File: src/sv/eegp_pkg.sv
// Package for the EEG headset packet parser: command transactions between
// front and back, status codes, payload item codes and queue sizing.
// No dependencies.
package eegp_pkg;

  localparam logic [7:0] SYNC_BYTE  = 8'hAA;
  localparam logic [7:0] CSUM_BASE  = 8'hFF;

  // payload item codes
  localparam logic [7:0] CODE_QUAL  = 8'h02;
  localparam logic [7:0] CODE_ATT   = 8'h04;
  localparam logic [7:0] CODE_MED   = 8'h05;
  localparam logic [7:0] CODE_BLINK = 8'h16;
  localparam logic [7:0] CODE_SKIP  = 8'h80;
  localparam logic [7:0] CODE_BANDS = 8'h83;

  // result status
  localparam logic [1:0] ST_OK   = 2'd0;
  localparam logic [1:0] ST_CSUM = 2'd1;
  localparam logic [1:0] ST_LEN  = 2'd2;

  // command kinds from front to back
  localparam logic [2:0] CMD_START    = 3'd0;
  localparam logic [2:0] CMD_DATA     = 3'd1;
  localparam logic [2:0] CMD_WALK     = 3'd2;
  localparam logic [2:0] CMD_ERR_CSUM = 3'd3;
  localparam logic [2:0] CMD_ERR_LEN  = 3'd4;

  localparam int NUM_BANDS = 8;
  localparam int QDEPTH    = 4;
  localparam int QAW       = $clog2(QDEPTH);

  typedef struct packed {
    logic [2:0] kind;
    logic [7:0] data;
  } cmd_t;

endpackage

File: src/sv/eegp_front.sv
// Front end of the packet parser: hunts for sync, tracks length, count and
// payload sum, and turns received bytes into command transactions.
// Depends on eegp_pkg.
module eegp_front (
  input  logic          clk,
  input  logic          rst_n,
  input  logic          in_valid,
  input  logic [7:0]    in_rx_byte,
  output logic          in_stall,
  input  logic          q_full,
  output logic          q_push,
  output eegp_pkg::cmd_t q_cmd
);
  import eegp_pkg::*;

  localparam logic [2:0] PH_SYNC1 = 3'd0;
  localparam logic [2:0] PH_SYNC2 = 3'd1;
  localparam logic [2:0] PH_LEN   = 3'd2;
  localparam logic [2:0] PH_DATA  = 3'd3;
  localparam logic [2:0] PH_CSUM  = 3'd4;

  logic [2:0] phase_r, phase_nxt;
  logic [7:0] count_r, count_nxt;
  logic [7:0] len_r, len_nxt;
  logic [7:0] sum_r, sum_nxt;
  logic       accept;

  assign in_stall = q_full;
  assign accept   = in_valid & ~q_full;

  always_comb begin
    phase_nxt  = phase_r;
    count_nxt  = count_r;
    len_nxt    = len_r;
    sum_nxt    = sum_r;
    q_push     = 1'b0;
    q_cmd.kind = CMD_DATA;
    q_cmd.data = in_rx_byte;
    if (accept) begin
      unique case (phase_r)
        PH_SYNC2: begin
          phase_nxt = (in_rx_byte == SYNC_BYTE) ? PH_LEN : PH_SYNC1;
        end
        PH_LEN: begin
          phase_nxt = PH_SYNC1;
          if (in_rx_byte == SYNC_BYTE) begin
            // drop silently
          end else if (in_rx_byte > SYNC_BYTE) begin
            q_push     = 1'b1;
            q_cmd.kind = CMD_ERR_LEN;
          end else begin
            q_push     = 1'b1;
            q_cmd.kind = CMD_START;
            len_nxt    = in_rx_byte;
            count_nxt  = 8'd0;
            sum_nxt    = 8'd0;
            phase_nxt  = (in_rx_byte == 8'd0) ? PH_CSUM : PH_DATA;
          end
        end
        PH_DATA: begin
          q_push     = 1'b1;
          q_cmd.kind = CMD_DATA;
          sum_nxt    = sum_r + in_rx_byte;
          count_nxt  = count_r + 8'd1;
          if (count_nxt >= len_r) begin
            phase_nxt = PH_CSUM;
          end
        end
        PH_CSUM: begin
          phase_nxt  = PH_SYNC1;
          q_push     = 1'b1;
          q_cmd.kind = ((CSUM_BASE - sum_r) == in_rx_byte) ? CMD_WALK : CMD_ERR_CSUM;
        end
        default: begin
          phase_nxt = (in_rx_byte == SYNC_BYTE) ? PH_SYNC2 : PH_SYNC1;
        end
      endcase
    end
  end

  always_ff @(posedge clk) begin
    if (!rst_n) begin
      phase_r <= PH_SYNC1;
      count_r <= 8'd0;
      len_r   <= 8'd0;
      sum_r   <= 8'd0;
    end else begin
      phase_r <= phase_nxt;
      count_r <= count_nxt;
      len_r   <= len_nxt;
      sum_r   <= sum_nxt;
    end
  end

endmodule

File: src/sv/eegp_cmd_fifo.sv
// Short command queue between front and back of the packet parser.
// Depends on eegp_pkg.
module eegp_cmd_fifo (
  input  logic           clk,
  input  logic           rst_n,
  input  logic           push,
  input  eegp_pkg::cmd_t push_cmd,
  output logic           full,
  input  logic           pop,
  output eegp_pkg::cmd_t pop_cmd,
  output logic           not_empty
);
  import eegp_pkg::*;

  cmd_t           q_r [QDEPTH];
  logic [QAW-1:0] wptr_r, rptr_r;
  logic [QAW:0]   cnt_r, cnt_nxt;
  logic           do_push, do_pop;

  assign full      = (cnt_r == (QAW+1)'(QDEPTH));
  assign not_empty = (cnt_r != '0);
  assign do_push   = push & ~full;
  assign do_pop    = pop & not_empty;
  assign pop_cmd   = q_r[rptr_r];

  always_comb begin
    cnt_nxt = cnt_r;
    if (do_push & ~do_pop) begin
      cnt_nxt = cnt_r + (QAW+1)'(1);
    end else if (do_pop & ~do_push) begin
      cnt_nxt = cnt_r - (QAW+1)'(1);
    end
  end

  always_ff @(posedge clk) begin
    if (do_push) begin
      q_r[wptr_r] <= push_cmd;
    end
  end

  always_ff @(posedge clk) begin
    if (!rst_n) begin
      wptr_r <= '0;
      rptr_r <= '0;
      cnt_r  <= '0;
    end else begin
      if (do_push) wptr_r <= wptr_r + QAW'(1);
      if (do_pop)  rptr_r <= rptr_r + QAW'(1);
      cnt_r <= cnt_nxt;
    end
  end

endmodule

File: src/sv/eegp_back.sv
// Back end of the packet parser: stores the payload, walks it after a good
// checksum, keeps the latest values and drives the result register.
// Depends on eegp_pkg.
module eegp_back #(
  parameter int PAYLOAD_DEPTH = 256
) (
  input  logic           clk,
  input  logic           rst_n,
  input  logic           q_valid,
  input  eegp_pkg::cmd_t q_cmd,
  output logic           q_pop,
  output logic           out_valid,
  input  logic           out_stall,
  output logic [1:0]     out_status,
  output logic [7:0]     out_signal_quality,
  output logic [7:0]     out_attention_level,
  output logic [7:0]     out_meditation_level,
  output logic [7:0]     out_blink_level,
  output logic [2:0]     out_band_index,
  output logic [23:0]    out_band_power,
  output logic           out_last
);
  import eegp_pkg::*;

  localparam int AW = $clog2(PAYLOAD_DEPTH);

  localparam logic [3:0] S_IDLE = 4'd0;
  localparam logic [3:0] S_CRD  = 4'd1;
  localparam logic [3:0] S_CODE = 4'd2;
  localparam logic [3:0] S_VRD  = 4'd3;
  localparam logic [3:0] S_VAL  = 4'd4;
  localparam logic [3:0] S_BRD  = 4'd5;
  localparam logic [3:0] S_BYTE = 4'd6;
  localparam logic [3:0] S_EMIT = 4'd7;
  localparam logic [3:0] S_ERR  = 4'd8;

  localparam logic [1:0] TGT_QUAL  = 2'd0;
  localparam logic [1:0] TGT_ATT   = 2'd1;
  localparam logic [1:0] TGT_MED   = 2'd2;
  localparam logic [1:0] TGT_BLINK = 2'd3;

  logic [7:0]  mem [PAYLOAD_DEPTH];
  logic [7:0]  rdata_r;
  logic        inr_r;
  logic [7:0]  byte_v;

  logic [3:0]  state_r, state_nxt;
  logic [7:0]  len_r, len_nxt;
  logic [7:0]  wptr_r, wptr_nxt;
  logic [7:0]  idx_r, idx_nxt;
  logic [1:0]  tgt_r, tgt_nxt;
  logic [1:0]  bcnt_r, bcnt_nxt;
  logic [2:0]  band_r, band_nxt;
  logic [15:0] acc_r, acc_nxt;
  logic [2:0]  k_r, k_nxt;
  logic [1:0]  errst_r, errst_nxt;

  logic [7:0]  qual_r, att_r, med_r, blink_r;
  logic [23:0] bands_r [NUM_BANDS];

  logic        mem_we;
  logic        scal_we;
  logic        band_we;
  logic [23:0] band_word;
  logic        out_room;
  logic        out_load;
  logic [1:0]  ld_status;
  logic [2:0]  ld_index;
  logic [23:0] ld_power;
  logic        ld_last;

  // entries at or past the packet length read as zero
  assign byte_v    = inr_r ? rdata_r : 8'd0;
  assign band_word = {acc_r, byte_v};
  assign out_room  = ~out_valid | ~out_stall;

  always_ff @(posedge clk) begin
    if (mem_we) begin
      mem[wptr_r[AW-1:0]] <= q_cmd.data;
    end
    rdata_r <= mem[idx_r[AW-1:0]];
    inr_r   <= (idx_r < len_r);
  end

  always_comb begin
    state_nxt = state_r;
    len_nxt   = len_r;
    wptr_nxt  = wptr_r;
    idx_nxt   = idx_r;
    tgt_nxt   = tgt_r;
    bcnt_nxt  = bcnt_r;
    band_nxt  = band_r;
    acc_nxt   = acc_r;
    k_nxt     = k_r;
    errst_nxt = errst_r;
    q_pop     = 1'b0;
    mem_we    = 1'b0;
    scal_we   = 1'b0;
    band_we   = 1'b0;
    out_load  = 1'b0;
    ld_status = ST_OK;
    ld_index  = k_r;
    ld_power  = bands_r[k_r];
    ld_last   = (k_r == 3'(NUM_BANDS - 1));
    unique case (state_r)
      S_IDLE: begin
        if (q_valid) begin
          q_pop = 1'b1;
          unique case (q_cmd.kind)
            CMD_START: begin
              len_nxt  = q_cmd.data;
              wptr_nxt = 8'd0;
            end
            CMD_DATA: begin
              mem_we   = 1'b1;
              wptr_nxt = wptr_r + 8'd1;
            end
            CMD_WALK: begin
              idx_nxt   = 8'd0;
              state_nxt = S_CRD;
            end
            CMD_ERR_CSUM: begin
              errst_nxt = ST_CSUM;
              state_nxt = S_ERR;
            end
            CMD_ERR_LEN: begin
              errst_nxt = ST_LEN;
              state_nxt = S_ERR;
            end
            default: begin
            end
          endcase
        end
      end
      S_CRD: begin
        if (idx_r >= len_r) begin
          k_nxt     = 3'd0;
          state_nxt = S_EMIT;
        end else begin
          state_nxt = S_CODE;
        end
      end
      S_CODE: begin
        unique case (byte_v)
          CODE_QUAL: begin
            tgt_nxt = TGT_QUAL;  idx_nxt = idx_r + 8'd1; state_nxt = S_VRD;
          end
          CODE_ATT: begin
            tgt_nxt = TGT_ATT;   idx_nxt = idx_r + 8'd1; state_nxt = S_VRD;
          end
          CODE_MED: begin
            tgt_nxt = TGT_MED;   idx_nxt = idx_r + 8'd1; state_nxt = S_VRD;
          end
          CODE_BLINK: begin
            tgt_nxt = TGT_BLINK; idx_nxt = idx_r + 8'd1; state_nxt = S_VRD;
          end
          CODE_SKIP: begin
            idx_nxt   = idx_r + 8'd4;
            state_nxt = S_CRD;
          end
          CODE_BANDS: begin
            // skip code and its length byte
            idx_nxt   = idx_r + 8'd2;
            band_nxt  = 3'd0;
            bcnt_nxt  = 2'd0;
            state_nxt = S_BRD;
          end
          default: begin
            idx_nxt   = idx_r + 8'd1;
            state_nxt = S_CRD;
          end
        endcase
      end
      S_VRD: begin
        state_nxt = S_VAL;
      end
      S_VAL: begin
        scal_we   = 1'b1;
        idx_nxt   = idx_r + 8'd1;
        state_nxt = S_CRD;
      end
      S_BRD: begin
        state_nxt = S_BYTE;
      end
      S_BYTE: begin
        idx_nxt = idx_r + 8'd1;
        if (bcnt_r == 2'd2) begin
          band_we  = 1'b1;
          bcnt_nxt = 2'd0;
          band_nxt = band_r + 3'd1;
          state_nxt = (band_r == 3'(NUM_BANDS - 1)) ? S_CRD : S_BRD;
        end else begin
          acc_nxt   = {acc_r[7:0], byte_v};
          bcnt_nxt  = bcnt_r + 2'd1;
          state_nxt = S_BRD;
        end
      end
      S_EMIT: begin
        if (out_room) begin
          out_load = 1'b1;
          k_nxt    = k_r + 3'd1;
          if (ld_last) begin
            state_nxt = S_IDLE;
          end
        end
      end
      S_ERR: begin
        ld_status = errst_r;
        ld_index  = 3'd0;
        ld_power  = 24'd0;
        ld_last   = 1'b1;
        if (out_room) begin
          out_load  = 1'b1;
          state_nxt = S_IDLE;
        end
      end
      default: begin
        state_nxt = S_IDLE;
      end
    endcase
  end

  always_ff @(posedge clk) begin
    if (!rst_n) begin
      state_r <= S_IDLE;
      len_r   <= 8'd0;
      wptr_r  <= 8'd0;
      idx_r   <= 8'd0;
      tgt_r   <= TGT_QUAL;
      bcnt_r  <= 2'd0;
      band_r  <= 3'd0;
      k_r     <= 3'd0;
      errst_r <= ST_OK;
      qual_r  <= 8'd200;
      att_r   <= 8'd0;
      med_r   <= 8'd0;
      blink_r <= 8'd0;
      for (int i = 0; i < NUM_BANDS; i++) begin
        bands_r[i] <= 24'd0;
      end
      out_valid <= 1'b0;
    end else begin
      state_r <= state_nxt;
      len_r   <= len_nxt;
      wptr_r  <= wptr_nxt;
      idx_r   <= idx_nxt;
      tgt_r   <= tgt_nxt;
      bcnt_r  <= bcnt_nxt;
      band_r  <= band_nxt;
      k_r     <= k_nxt;
      errst_r <= errst_nxt;
      if (scal_we) begin
        unique case (tgt_r)
          TGT_QUAL:  qual_r  <= byte_v;
          TGT_ATT:   att_r   <= byte_v;
          TGT_MED:   med_r   <= byte_v;
          TGT_BLINK: blink_r <= byte_v;
          default:   qual_r  <= byte_v;
        endcase
      end
      if (band_we) begin
        bands_r[band_r] <= band_word;
      end
      if (out_load) begin
        out_valid <= 1'b1;
      end else if (!out_stall) begin
        out_valid <= 1'b0;
      end
    end
  end

  // payload of the result register
  always_ff @(posedge clk) begin
    acc_r <= acc_nxt;
    if (out_load) begin
      out_status           <= ld_status;
      out_signal_quality   <= qual_r;
      out_attention_level  <= att_r;
      out_meditation_level <= med_r;
      out_blink_level      <= blink_r;
      out_band_index       <= ld_index;
      out_band_power       <= ld_power;
      out_last             <= ld_last;
    end
  end

endmodule

File: src/sv/eeg_headset_packet_parser.sv
// Serial packet parser for an EEG headset byte stream. One received byte is
// taken per cycle while the four-entry command queue has room; the front end
// classifies it (sync, length, payload, checksum) and the back end stores the
// payload in a PAYLOAD_DEPTH x 8 memory. A good checksum starts a walk of that
// memory through its one registered read port, then eight results, one per
// band, leave back to back unless the receiver stalls; a checksum or length
// error gives one result. Byte rate is one per cycle within a packet while
// the queue has room. While a walk runs, the queue holds up to four further
// commands (sync bytes need none), after which the input stalls.
module eeg_headset_packet_parser #(
  parameter int PAYLOAD_DEPTH = 256
) (
  input  logic        clk,
  input  logic        rst_n,
  input  logic        in_valid,
  output logic        in_stall,
  input  logic [7:0]  in_rx_byte,
  output logic        out_valid,
  input  logic        out_stall,
  output logic [1:0]  out_status,
  output logic [7:0]  out_signal_quality,
  output logic [7:0]  out_attention_level,
  output logic [7:0]  out_meditation_level,
  output logic [7:0]  out_blink_level,
  output logic [2:0]  out_band_index,
  output logic [23:0] out_band_power,
  output logic        out_last
);
  import eegp_pkg::*;

  cmd_t push_cmd, pop_cmd;
  logic push, full, pop, not_empty;

  eegp_front u_front (
    .clk        (clk),
    .rst_n      (rst_n),
    .in_valid   (in_valid),
    .in_rx_byte (in_rx_byte),
    .in_stall   (in_stall),
    .q_full     (full),
    .q_push     (push),
    .q_cmd      (push_cmd)
  );

  eegp_cmd_fifo u_fifo (
    .clk       (clk),
    .rst_n     (rst_n),
    .push      (push),
    .push_cmd  (push_cmd),
    .full      (full),
    .pop       (pop),
    .pop_cmd   (pop_cmd),
    .not_empty (not_empty)
  );

  eegp_back #(
    .PAYLOAD_DEPTH (PAYLOAD_DEPTH)
  ) u_back (
    .clk                  (clk),
    .rst_n                (rst_n),
    .q_valid              (not_empty),
    .q_cmd                (pop_cmd),
    .q_pop                (pop),
    .out_valid            (out_valid),
    .out_stall            (out_stall),
    .out_status           (out_status),
    .out_signal_quality   (out_signal_quality),
    .out_attention_level  (out_attention_level),
    .out_meditation_level (out_meditation_level),
    .out_blink_level      (out_blink_level),
    .out_band_index       (out_band_index),
    .out_band_power       (out_band_power),
    .out_last             (out_last)
  );

endmodule

File: config.mk
export PLATFORM = sky130hd
export DESIGN_NAME = eeg_headset_packet_parser
export DESIGN_NICKNAME = d
export VERILOG_FILES = /design/src/sv/eegp_pkg.sv /design/src/sv/eegp_front.sv /design/src/sv/eegp_cmd_fifo.sv /design/src/sv/eegp_back.sv /design/src/sv/eeg_headset_packet_parser.sv
export SDC_FILE = /design/constraint.sdc
export NUM_CORES = 2
export LEC_CHECK = 0
export ABC_AREA = 1
export BUFFER_PORTS_ARGS = -buffer_cell sky130_fd_sc_hd__buf_2
export CAP_MARGIN = 20
export CORE_MARGIN = 2
export CORE_UTILIZATION = 25
export DETAILED_ROUTE_END_ITERATION = 10
export PLACE_DENSITY = 0.37
export SETUP_SLACK_MARGIN = 0.5
export SLEW_MARGIN = 30
export SYNTH_ARGS = -nofsm -noshare
export SYNTH_HDL_FRONTEND = slang
export SYNTH_HIERARCHICAL = 1
export SYNTH_SLANG_ARGS = --single-unit
File: constraint.sdc
create_clock -name clk -period 24.3 [get_ports clk]
set_clock_uncertainty 0.2 [all_clocks]
set_input_delay 4.86 -clock clk [delete_from_list [all_inputs] [get_ports clk]]
set_output_delay 4.86 -clock clk [all_outputs]
set_load 0.01 [all_outputs]
* After elaboration in Yosys (flattened, before gate mapping)
Memories as Yosys holds them, arrays and structs flattened. A register that Yosys moved wholly into a read port is not among the register bits.
Cells that the tools add are included.
** Storage, ports and cells
- Register bits after elaboration :: 162
- Latch bits :: 0
- RAM bits :: 2284
- ROM bits :: 0
- Input port bits :: 12
- Output and inout bits :: 64
- Logic and storage cells :: 218
- Memories kept :: 3
** Memory list
- u_back.mem :: depth 256, bits a word 8, rd ports 1, clocked after Yosys merged registers in 1, wr ports 1, line eegp_back.sv:42 : logic [7:0] mem [PAYLOAD_DEPTH];
- u_back.bands_r :: depth 8, bits a word 24, rd ports 1, clocked after Yosys merged registers in 1, wr ports 8, line eegp_back.sv:59 : logic [23:0] bands_r [NUM_BANDS];
- u_fifo.q_r :: depth 4, bits a word 11, rd ports 1, clocked after Yosys merged registers in 1, wr ports 1, line eegp_cmd_fifo.sv:15 : cmd_t q_r [QDEPTH];
** Cells by class
- $add $sub $neg :: 14
- $mul :: 0
- Div/mod/pow operators :: 0
- Magnitude comparators :: 4
- Eq/ne operators :: 44
- Shifts and indexed selects :: 0
- Mux-type cells :: 73
- Bitwise gates (word level) :: 14
- Reduce and logical (&&, ||, !) cells :: 36
** Operator list (number)
- case mux 8 bit (2 select lines) :: 4
- two-way mux 3 bit :: 16
- two-way mux 8 bit :: 5
- case mux 4 bit (9 select lines) :: 1
- two-way mux 1 bit :: 25
- adder 8 x 1 -> 8 bit (second input constant) :: 3
- equality test 8 bit (second input constant) :: 3
- two-way mux 24 bit :: 1
- case mux 3 bit (2 select lines) :: 4
- case mux 8 bit (3 select lines) :: 1
- OR reduction 24 bit :: 1
- two-way mux 4 bit :: 5
- AND reduction 3 bit :: 6
- equality test 4 x 3 -> 1 bit (second input constant) :: 4
- equality test 8 x 3 -> 1 bit (second input constant) :: 2
- greater-or-equal comparator 8 bit :: 2
- != test 2 x 1 -> 1 bit (second input constant) :: 8
- AND reduction 2 bit :: 8
- equality test 3 bit (second input constant) :: 5
- equality test 3 x 2 -> 1 bit (second input constant) :: 4
- case mux 3 bit (4 select lines) :: 1
- nonzero test 2 bit :: 6
- two-way mux 2 bit :: 5
- adder 3 x 1 -> 3 bit (second input constant) :: 3
- 36 further kinds :: 62

* Logic depth before layout (Yosys ltp)
- Depth after elaboration :: 9
- Mapped depth :: 19
- Depth with buffers taken out :: 19

* Modules after synthesis
The synthesis kept the hierarchy.
** Modules (own cells, without submodules)
- eegp_back :: times used 1, cells an instance 8378, area each 97347.1 µm², seq. area each 71248.3 µm²
- eegp_cmd_fifo :: times used 1, cells an instance 176, area each 2134.5 µm², seq. area each 1501.4 µm²
- eegp_front :: times used 1, cells an instance 332, area each 2109.5 µm², seq. area each 540.5 µm²

* Least setup slack after synthesis
No wires, ideal clock.
- Path type :: reg2reg
- From :: register (tool-made name)
- To :: memory u_back.mem[0][0] (data pin)
- Setup time :: 1.592 ns
- Data arrival time :: 7.575 ns
- Required time :: 22.508 ns
- Slack :: 14.933 ns
- Stages on the path, launching flop included :: 4
- Path buffers :: 1
- Period minus slack after synthesis :: 9.367 ns
- Path through :: dfxtp_1 buf_2 nor2_1 o22ai_1
** RTL lines (line)
- to (decl) :: eegp_back.sv:42

* Final worst setup path
- From :: input in_valid
- To :: register u_fifo.cnt_r[2]
** Between the ends
- Longest elaborated chain between the ends :: 6
- Elaborated cells on any way between the ends :: 8
- Those cells by class :: 2 x mux; 5 x bitwise; 1 x reduce/logical
** RTL lines
- from (decl) :: line eeg_headset_packet_parser.sv:15 : input logic in_valid,
- AND 1 bit * :: line eegp_front.sv:29 : assign accept = in_valid & ~q_full;
- two-way mux 1 bit * :: line eegp_front.sv:39 : if (accept) begin
- named net push :: line eeg_headset_packet_parser.sv:32 : logic push, full, pop, not_empty;
- AND 1 bit * :: line eegp_cmd_fifo.sv:22 : assign do_push = push & ~full;
- named net u_fifo.do_push :: line eegp_cmd_fifo.sv:18 : logic do_push, do_pop;
- NOT 1 bit :: line eegp_cmd_fifo.sv:30 : end else if (do_pop & ~do_push) begin
- AND 1 bit :: line eegp_cmd_fifo.sv:30
- nonzero test 2 bit (no line)
- to (signal assigned) :: line eegp_cmd_fifo.sv:49 : cnt_r <= cnt_nxt;
- to (decl) :: line eegp_cmd_fifo.sv:17 : logic [QAW:0] cnt_r, cnt_nxt;
Mark *: on every way through the listed nets, which the timed path passes. The rest lies on a longest branch.
A chain may end at the register's enable or synchronous reset.

==> out/metrics.yaml <==
clock_network:
  clk_pin_slew_ns: 0.05
  h-tree-depth: 5
  ctsHoldBuffers: 0
  post_cts_resized: 0
  cts_tree: "built"
  clock_sinks: 2480
  post-cts-setup-buffers: 0
  clock-root-buffer: "clkbuf_16"
  numCtsBuffers: 292
  insertion_delay_ns: 0.91
  cts_max_path_buffers: 4
pwr:
  p_sw_mw: 4.382
  power.internal_mw: 8.300
  seq_power_share: 0.416
  pwr_density_cell_mw_per_mm2: 108.6
  combPwrFrac: 0.252
  cellLeakagePower_nw: 39.80
  netSwitchingFraction: 0.3455
  clock_power_share: 0.331
  irDropWorstVdd_mv: 0.1081
timing:
  slew_headroom: 0.2923
  rsz0062_at_grt: "no"
  hold_viol: 0
  finalMaxSlewViolations: 0
  fmax_mhz: 144.6
  setup_viol: 0
  period_minus_slack_ns: 6.914
  whs_ns: 0.2283
  final.period_utilization: 0.2845
  setup_tns_ns: 0
  timing_worst_slew_pin_value_ns: 1.062
grt:
  busiest_layer: "met2"
  grt_pass1_wl_um: 483700
  grt_pass1_vias: 65758
  overflow: 0
  antenna_found_initial: 22
  grtUsageMet1: 0.2177
  grt_max_degree: 177
  grt_use_total: 0.1597
  grt_use_met3: 0.01828
  gr-usage-met2: 0.2701
cells_and_area:
  utilization: 0.2881
  fin_nets: 8858
  drive_gt1_frac: 0.07928
  fillers: 41541
  areaGrowthSynthToFinish_pct: 14.98
yosys:
  synth_warnings: 6
  syn-cell-area_mm2: 0.1016
  synth_flop_cell: "edfxtp_1"
  synth_cells: 8886
  synth_seq_cells: 2480
  synth_nets: 8940
  seq_area_frac_synth: 0.7214
  synth_cell_type_count: 49
  synth_edf_count: 2362
  syn_area_per_cell_um2: 11.43
  async_reset_ff_frac: 0
worst_setup_path:
  crit_type: "in -> reg"
  crit_family: "simple AND/OR/NAND/NOR gates"
  cp_max_fo: 6
  worstPathRequired_ns: 24.88
  worstPathCellList: "buf_2 > inv_1 > nor2_1 > inv_1 > o21ai_0 > nand2_4 > inv_2 > ha_1 > inv_1 > fa_1 > inv_1 > nand2_1 > nand3_1 > nand2_1 > nand2_1 > nor2_1"
  crit_path_max_incr_delay_ns: 0.55
  slowest_stage: "o21ai_0"
  crit_path_start_kind: "input pin"
  cp-startpoint: "in_valid"
  cpMostUsedCell: "inv_1"
  end_kind: "flop"
  cp_num_buf_inv: 6
  worstReg2RegStart: "u_back/idx_r[1]"
  arrival_ns: 7.50
placement:
  port_buffers: 75
  hpwl_um: 190500
  gp_congestion: 0.7874
job:
  drv_cap: 0
die:
  die_w_um: 641.5
  core_area_mm2: 0.4055
  dieArea_mm2: 0.4115
  row_count: 234
  fp.dieH_um: 641.5
  ios: 76
  start_util: 0.2505
outcome:
  status: "complete, no violations"
hold_path:
  hp-class: "reg -> reg"
  hold_start: "u_back/qual_r[5]"
routing:
  routed_wl_um: 336700
  postRouteAntennaNets: 0
  post_drt_wl_per_cell_um: 23.28
  vias_per_cell: 4.633
  vias: 67000
  first_iter_violations: 5737
  first_pass_iters: 8
  drc: 0
## cells in the final DEF, fill, tap and decap left out, drive strengths merged, types with 59 or more instances in the layout
cell / n
clkbuf: 378
clkinv: 119
a21oi: 95
nand2: 2356
nor2: 677
inv: 217
o22ai: 59
nand3: 2105
edfxtp: 2362
o21ai: 185
buf: 209
dfxtp: 118
## stage by stage
stage | power, mW | cell area (um2) | instances | setup WS, ns
after floorplan | 7.385 | 101600 | 8886 | 14.93
after global placement | 8.626 | 107700 | 13935 | 16.14
after detailed placement | 8.645 | 107800 | 13937 | 16.46
after CTS | 12.90 | 116700 | 14458 | 17.31
after global routing | 13.29 | 116800 | 14461 | 17.20
final | 12.68 | 116800 | 14463 | 17.39
## area by class of cell
type | instances | area (um2) | share of cell area
antenna | 4 | 10.01 | 0.00008569
clock buffer | 378 | 7893 | 0.06757
clock inverter | 143 | 1072 | 0.009180
inverter | 211 | 819.5 | 0.007016
multi-input combinational | 5610 | 25320 | 0.2167
sequential | 2480 | 73310 | 0.6276
tap | 5428 | 6792 | 0.05814
timing repair buffer | 209 | 1595 | 0.01366
## synthesized netlist by cell type, types with 6 or more instances
master	number	area, um2
edfxtp_1	2362	70930
nand2_1	2340	8783
nand3_1	2103	10530
nor2_1	669	2511
clkbuf_1	301	1130
inv_1	192	720.7
buf_2	191	955.9
o21ai_0	166	830.8
dfxtp_1	118	2362
a21oi_1	90	450.4
buf_1	80	300.3
o22ai_1	59	369.1
ha_1	40	500.5
nor3_1	27	135.1
o21ai_1	19	95.09
inv_2	13	48.80
nand2_2	13	81.33
nand4_1	13	81.33
buf_4	11	82.58
a211oi_1	10	75.07
xor2_1	9	78.83
clkinv_1	6	22.52
## final timing paths
| kind | to | slack (ns) | depth (start not counted) |
|---|---|---|---|
| setup reg to reg | u_back/rdata_r[2] | 18.47 | 13 |
| hold reg to reg | u_back/out_signal_quality[5] | 0.23 | 0 |
| setup / recovery | u_fifo/cnt_r[2] | 17.39 | 16 |
| hold / removal | u_back/out_signal_quality[5] | 0.23 | 0 |
## power groups by stage
stage	registers (mW)	clock network [mW]	logic, mW
floorplan	5.54	0	1.84
global placement	5.37	0	3.26
detailed placement	5.37	0	3.27
CTS	5.28	4.33	3.28
global route	5.28	4.49	3.52
finish	5.28	4.20	3.20
## per-layer routing
layer | wire length, um | part of all wire | vias up
met1 | 151300 | 0.45 | 33903
met2 | 162700 | 0.48 | 1564
met5 | 0 | 0 | -
met4 | 8028 | 0.024 | 0
met3 | 14560 | 0.043 | 383
li1 | - | - | 31150
## registers in the layout, summed over array words and instances, names as in the netlist, 16 cells and up, named ones only
name and flops:
u_back/mem 2048, u_back/bands_r 192, u_fifo/q_r 44, u_back/out_band_power 24, u_back/acc_r 16
## logic make-up (layout without fill, tap and decap cells)
group / after synthesis / after routing / share of synthesized area
fa+ha+maj: 42 / 42 / 0.005321
xor+xnor: 14 / 14 / 0.001207
other cells: 0 / 4 / 0
compound gates: 369 / 369 / 0.01989
buf+inv: 796 / 941 / 0.03232
simple gates: 5185 / 5185 / 0.2198
flops: 2480 / 2480 / 0.7214
No activity file was read; power rests on OpenSTA's default activity.
